--- config.mk ---
export PLATFORM = sky130hd
export DESIGN_NAME = rgc_lut
export DESIGN_NICKNAME = d
export VERILOG_FILES = /design/src/rtl/rgba_gamma_correction_top_defines.svh /design/src/rtl/rgc_pkg.sv /design/src/rtl/rgc_lut.sv
export SDC_FILE = /design/constraint.sdc
export NUM_CORES = 2
export LEC_CHECK = 0
export ABC_AREA = 1
export BUFFER_PORTS_ARGS = -buffer_cell sky130_fd_sc_hd__buf_2
export CAP_MARGIN = 20
export CORE_UTILIZATION = 60
export CTS_CLUSTER_SIZE = 28
export DETAILED_ROUTE_END_ITERATION = 6
export PLACE_DENSITY_LB_ADDON = 0.08
export SLEW_MARGIN = 0
export SYNTH_ARGS = -nofsm -noshare
export SYNTH_HDL_FRONTEND = slang
export SYNTH_SLANG_ARGS = --single-unit
--- constraint.sdc ---
create_clock -name aclk -period 2.9 [get_ports aclk]
set_input_delay 0.145 -clock aclk [delete_from_list [all_inputs] [get_ports aclk]]
set_output_delay 0.145 -clock aclk [all_outputs]
set_load 0.05 [all_outputs]
--- src/rtl/rgba_gamma_correction_top_defines.svh ---
// assertion macros for the rgba gamma correction block
// used by the rtl top module, which carries concurrent checks on aclk / aresetn
`ifndef RGBA_GAMMA_CORRECTION_TOP_DEFINES_SVH
`define RGBA_GAMMA_CORRECTION_TOP_DEFINES_SVH

// check that is held off during reset
`define RGC_ASSERT(label, prop, msg) \
    label: assert property (@(posedge aclk) disable iff (!aresetn) prop) else $error(msg);

// check that is also evaluated while reset is applied
`define RGC_ASSERT_ALWAYS(label, prop, msg) \
    label: assert property (@(posedge aclk) prop) else $error(msg);

`endif

--- src/rtl/rgc_pkg.sv ---
// shared types, constants and the exp2 root table for rgba gamma correction
// no dependencies
`timescale 1ns / 1ps
`default_nettype none

package rgc_pkg;

    localparam int LEVELS_DEFAULT = 256;
    localparam int ADDR_MAX_W     = 10;
    localparam logic [15:0] GAMMA_RESET = 16'd4096;

    typedef enum logic [3:0] {
        BLD_START,
        BLD_LOG_INIT,
        BLD_LOG_STEP,
        BLD_LOG_END,
        BLD_DIV,
        BLD_DIV_END,
        BLD_EXP,
        BLD_MUL,
        BLD_SCALE,
        BLD_WRITE,
        BLD_IDLE
    } bld_state_t;

    // table write port from the builder to the lookup memories
    typedef struct packed {
        logic                  en;
        logic [ADDR_MAX_W-1:0] addr;
        logic [7:0]            data;
    } tbl_wr_t;

    typedef logic [15:0][29:0] root_tab_t;

    function automatic logic [63:0] isqrt64(input logic [63:0] v);
        logic [63:0] res;
        logic [63:0] t;
        res = '0;
        for (int b = 31; b >= 0; b--) begin
            t = res | (64'd1 << b);
            if (t * t <= v) begin
                res = t;
            end
        end
        return res;
    endfunction

    // root[j] = 2^(-2^-(j+1)) in q30
    function automatic root_tab_t build_roots();
        root_tab_t   tab;
        logic [63:0] c;
        c = isqrt64(64'd1 << 59);
        tab[0] = c[29:0];
        for (int j = 1; j < 16; j++) begin
            c = isqrt64(c << 30);
            tab[j] = c[29:0];
        end
        return tab;
    endfunction

    localparam root_tab_t EXP_ROOTS = build_roots();

endpackage

`default_nettype wire

--- src/rtl/rgc_lut.sv ---
// one copy of the level lookup table: single write port, registered read
// depends on rgc_pkg for the write port struct
`timescale 1ns / 1ps
`default_nettype none

module rgc_lut #(
    parameter int LEVELS = rgc_pkg::LEVELS_DEFAULT
) (
    input  wire                        aclk,
    input  rgc_pkg::tbl_wr_t           wr,
    input  wire                        rd_en,
    input  wire [$clog2(LEVELS)-1:0]   rd_addr,
    output logic [7:0]                 rd_data
);

    localparam int LW = $clog2(LEVELS);

    logic [7:0] mem [LEVELS];

    always_ff @(posedge aclk) begin
        if (wr.en) begin
            mem[wr.addr[LW-1:0]] <= wr.data;
        end
        if (rd_en) begin
            rd_data <= mem[rd_addr];
        end
    end

endmodule

`default_nettype wire

==> metrics.txt <==
mapped cell area 0.0835 mm²; antenna violations before repair 10; CP Launch Type flop; status finished clean; routed vias 54900; first-pass GRT wire length 326 mm; detailed placer's ending HPWL 130 mm; XOR/XNOR Fraction of Synth Area 0; RSZ-0062 raised after global routing false; clock slew seen by the registers of the worst setup and hold paths 0.06 ns; Initial Util 0.606; area of the core 0.138 mm²; die height 375 µm; crit-path most repeated cell nand3_1; crit-path max cell delay 0.36 ns; # port buffers 34; initial DRC count 7271; Row Count 136; DIE AREA 0.141 mm²; Fillers 9941; Leak 32.9 nW; critical-path cell list nand2_1 -> nand3_1 -> nand3_1 -> nand3_1 -> nand3_1 -> nand3_1 -> nand3_1 -> nand2_1 -> nand2_1 -> nand2_1; FF+latch count, synth 2056; Max-Cap Viols 0; Setup-failing EPs final 0; DRT Pass-1 Iters 7; root buffer cell clkbuf_16; I/O pins 37; PwrDens 657 mW/mm²; Die Width 375 µm; Fin. Hold Viols 0; Worst-Margin Slew 0.905 ns; Worst Hold Class in2reg; CP Data Arrival Time 2.71 ns; layout cell share with drive strength beyond 1 0.0894; antenna viol nets, final 0; fin crit period 2.14 ns; GRT overflow 0; Skew-Pair Late Insertion Delay 0.83 ns; TritonCTS Buffers 200; post-synthesis mux area share 0; Crit. End Element flop; Tcrit/Tclk final 0.737; Synth Area per Inst 11.9 µm²; gpl congestion 0.894; vias in the first global route 51500; max frequency 468 MHz; r2r worst-path depth 10; Post-Synth Simple-Gate Area 0.229; setup TNS 0 ns; Post-Syn Nets 7032; Hold Path Sink rd_data[7]; Reg-to-Reg Start mem[190][6]; VDD IR max 0.588 mV; Setup Skew 0.0228 ns; hold wc startpoint rd_addr[6]; fin util 0.678; Pins Over Slew Limit 0; Crit Path Class reg2reg; Mapped Cells 7003; Layout area overhead 11.9%; hold depth 5; R2R setup slack 0.76 ns; YS warnings 0; CP delay by family, top simple AND/OR/NAND/NOR gates; DRT Wirelength 220 mm; CTS tree built; Post-route DRC 0; Total GRT Usage 0.314; WL/cell 24.3 µm; CTS Sinks 2056; # nets final 7132; worst-path fanout max 1; Max transition margin 0.397; sequential area share after synthesis 0.740; largest net degree at the start of global routing 130; Longest Clk Path Bufs 3; H-tree depth 4; main combinational cell family by area after synthesis simple AND/OR/NAND/NOR gates; Synth Area in Adders 0; slowest CP cell edfxtp_1; DR vias/cell 6.05; Cell variety after synth 13; Critical Path RT 3.47 ns; Compound-Gate Fraction of Synth Area 0; Bufs and invs on worst path 0; reg2reg end rd_data[6]
-- worst min-delay path, cell delays in order --
cell	delay (ns)
buf_2	0.27
nand3_1	0.16
nand2_1	0.09
nand2_1	0.07
nand2_1	0.04
-- how the worst max path moves through the flow --
stage	startpoint	to	slack [ns]	depth (start not counted)
after CTS	mem[3][7]	rd_data[7]	0.90	10
final	mem[190][6]	rd_data[6]	0.76	10
after detailed placement	wr[18]	mem[155][3]	0.23	4
after global placement	wr[18]	mem[154][3]	0.28	4
after global routing	mem[191][6]	rd_data[6]	0.74	10
after floorplan	wr[18]	mem[162][0]	1.26	4
-- metal layers --
metal  vias up  global-route usage  share of wire
met5         -                   0        0.00068
met4         8               0.102          0.031
met3       410              0.0631           0.10
met2      2670               0.479           0.46
met1     26700               0.458           0.41
li1      25100                   -              -
-- cells in the mapped netlist --
master | count | area share
buf_4 | 46 | 0.0041
nand3_1 | 2019 | 0.12
inv_4 | 1 | 0.000075
edfxtp_1 | 2056 | 0.74
nand2_1 | 2123 | 0.095
inv_1 | 36 | 0.0016
inv_2 | 2 | 0.000090
buf_6 | 16 | 0.0022
nor2_1 | 283 | 0.013
clkbuf_1 | 112 | 0.0050
buf_2 | 268 | 0.016
buf_8 | 1 | 0.00018
buf_1 | 40 | 0.0018
-- what timing repair did --
| item | 4_1_cts | 5_1_grt |
|---|---|---|
| endpoints found under the hold margin | 645 | 0 |
| hold buffers | 10 | 0 |
| resized for setup | 0 | 0 |
| setup buffers | 0 | 0 |
-- metrics by stage --
| step | cells | instance area (µm²) | hold WS, ns | worst slack [ns] | total power, mW |
|---|---|---|---|---|---|
| 2_1_floorplan | 7003 | 83500 | 0.244 | 1.26 | 35.5 |
| 3_3_place_gp | 8685 | 87100 | 0.488 | 0.282 | 37.2 |
| 3_5_place_dp | 8685 | 87100 | 0.505 | 0.226 | 37.2 |
| 4_1_cts | 9065 | 93400 | 0.0660 | 0.895 | 61.5 |
| 5_1_grt | 9066 | 93400 | 0.135 | 0.745 | 62.9 |
| 6_report | 9073 | 93400 | 0.129 | 0.764 | 61.3 |
-- cell usage in the layout (no fill, tap or decap), drive strengths merged --
cell type    count
nor2           283
buf            371
edfxtp        2056
nand3         2019
dlygate4sd3     10
inv             45
bufinv           8
nand2         2123
clkinvlp         3
diode            8
clkbuf         258
clkinv          95
-- cell families (layout without fill, tap and decap cells) --
| logic type | after synthesis | count (layout) |
|---|---|---|
| other cells | 0 | 8 |
| flops | 2056 | 2056 |
| simple gates | 4425 | 4425 |
| buf+inv | 522 | 790 |
-- flip-flops by register name (all words and copies together), names as in the netlist --
signal	cells
rd_data	8
mem	2048
-- power by group --
| group | internal (mW) | switching, mW |
|---|---|---|
| combinational | 1.02 | 2.88 |
| clock | 13.7 | 10.9 |
| sequential | 32.8 | 0.0282 |
-- final cells by class --
type / instances / area (µm²) / area share
clock buffer: 258 / 5370 / 0.0575
antenna: 8 / 20.0 / 0.000214
inverter: 39 / 180 / 0.00193
sequential: 2056 / 61700 / 0.661
timing repair buffer: 381 / 3910 / 0.0419
tap: 1794 / 2240 / 0.0240
multi-input combinational: 4425 / 19100 / 0.205
clock inverter: 112 / 774 / 0.00829
Note: power is estimated with default switching activity, not from simulation.
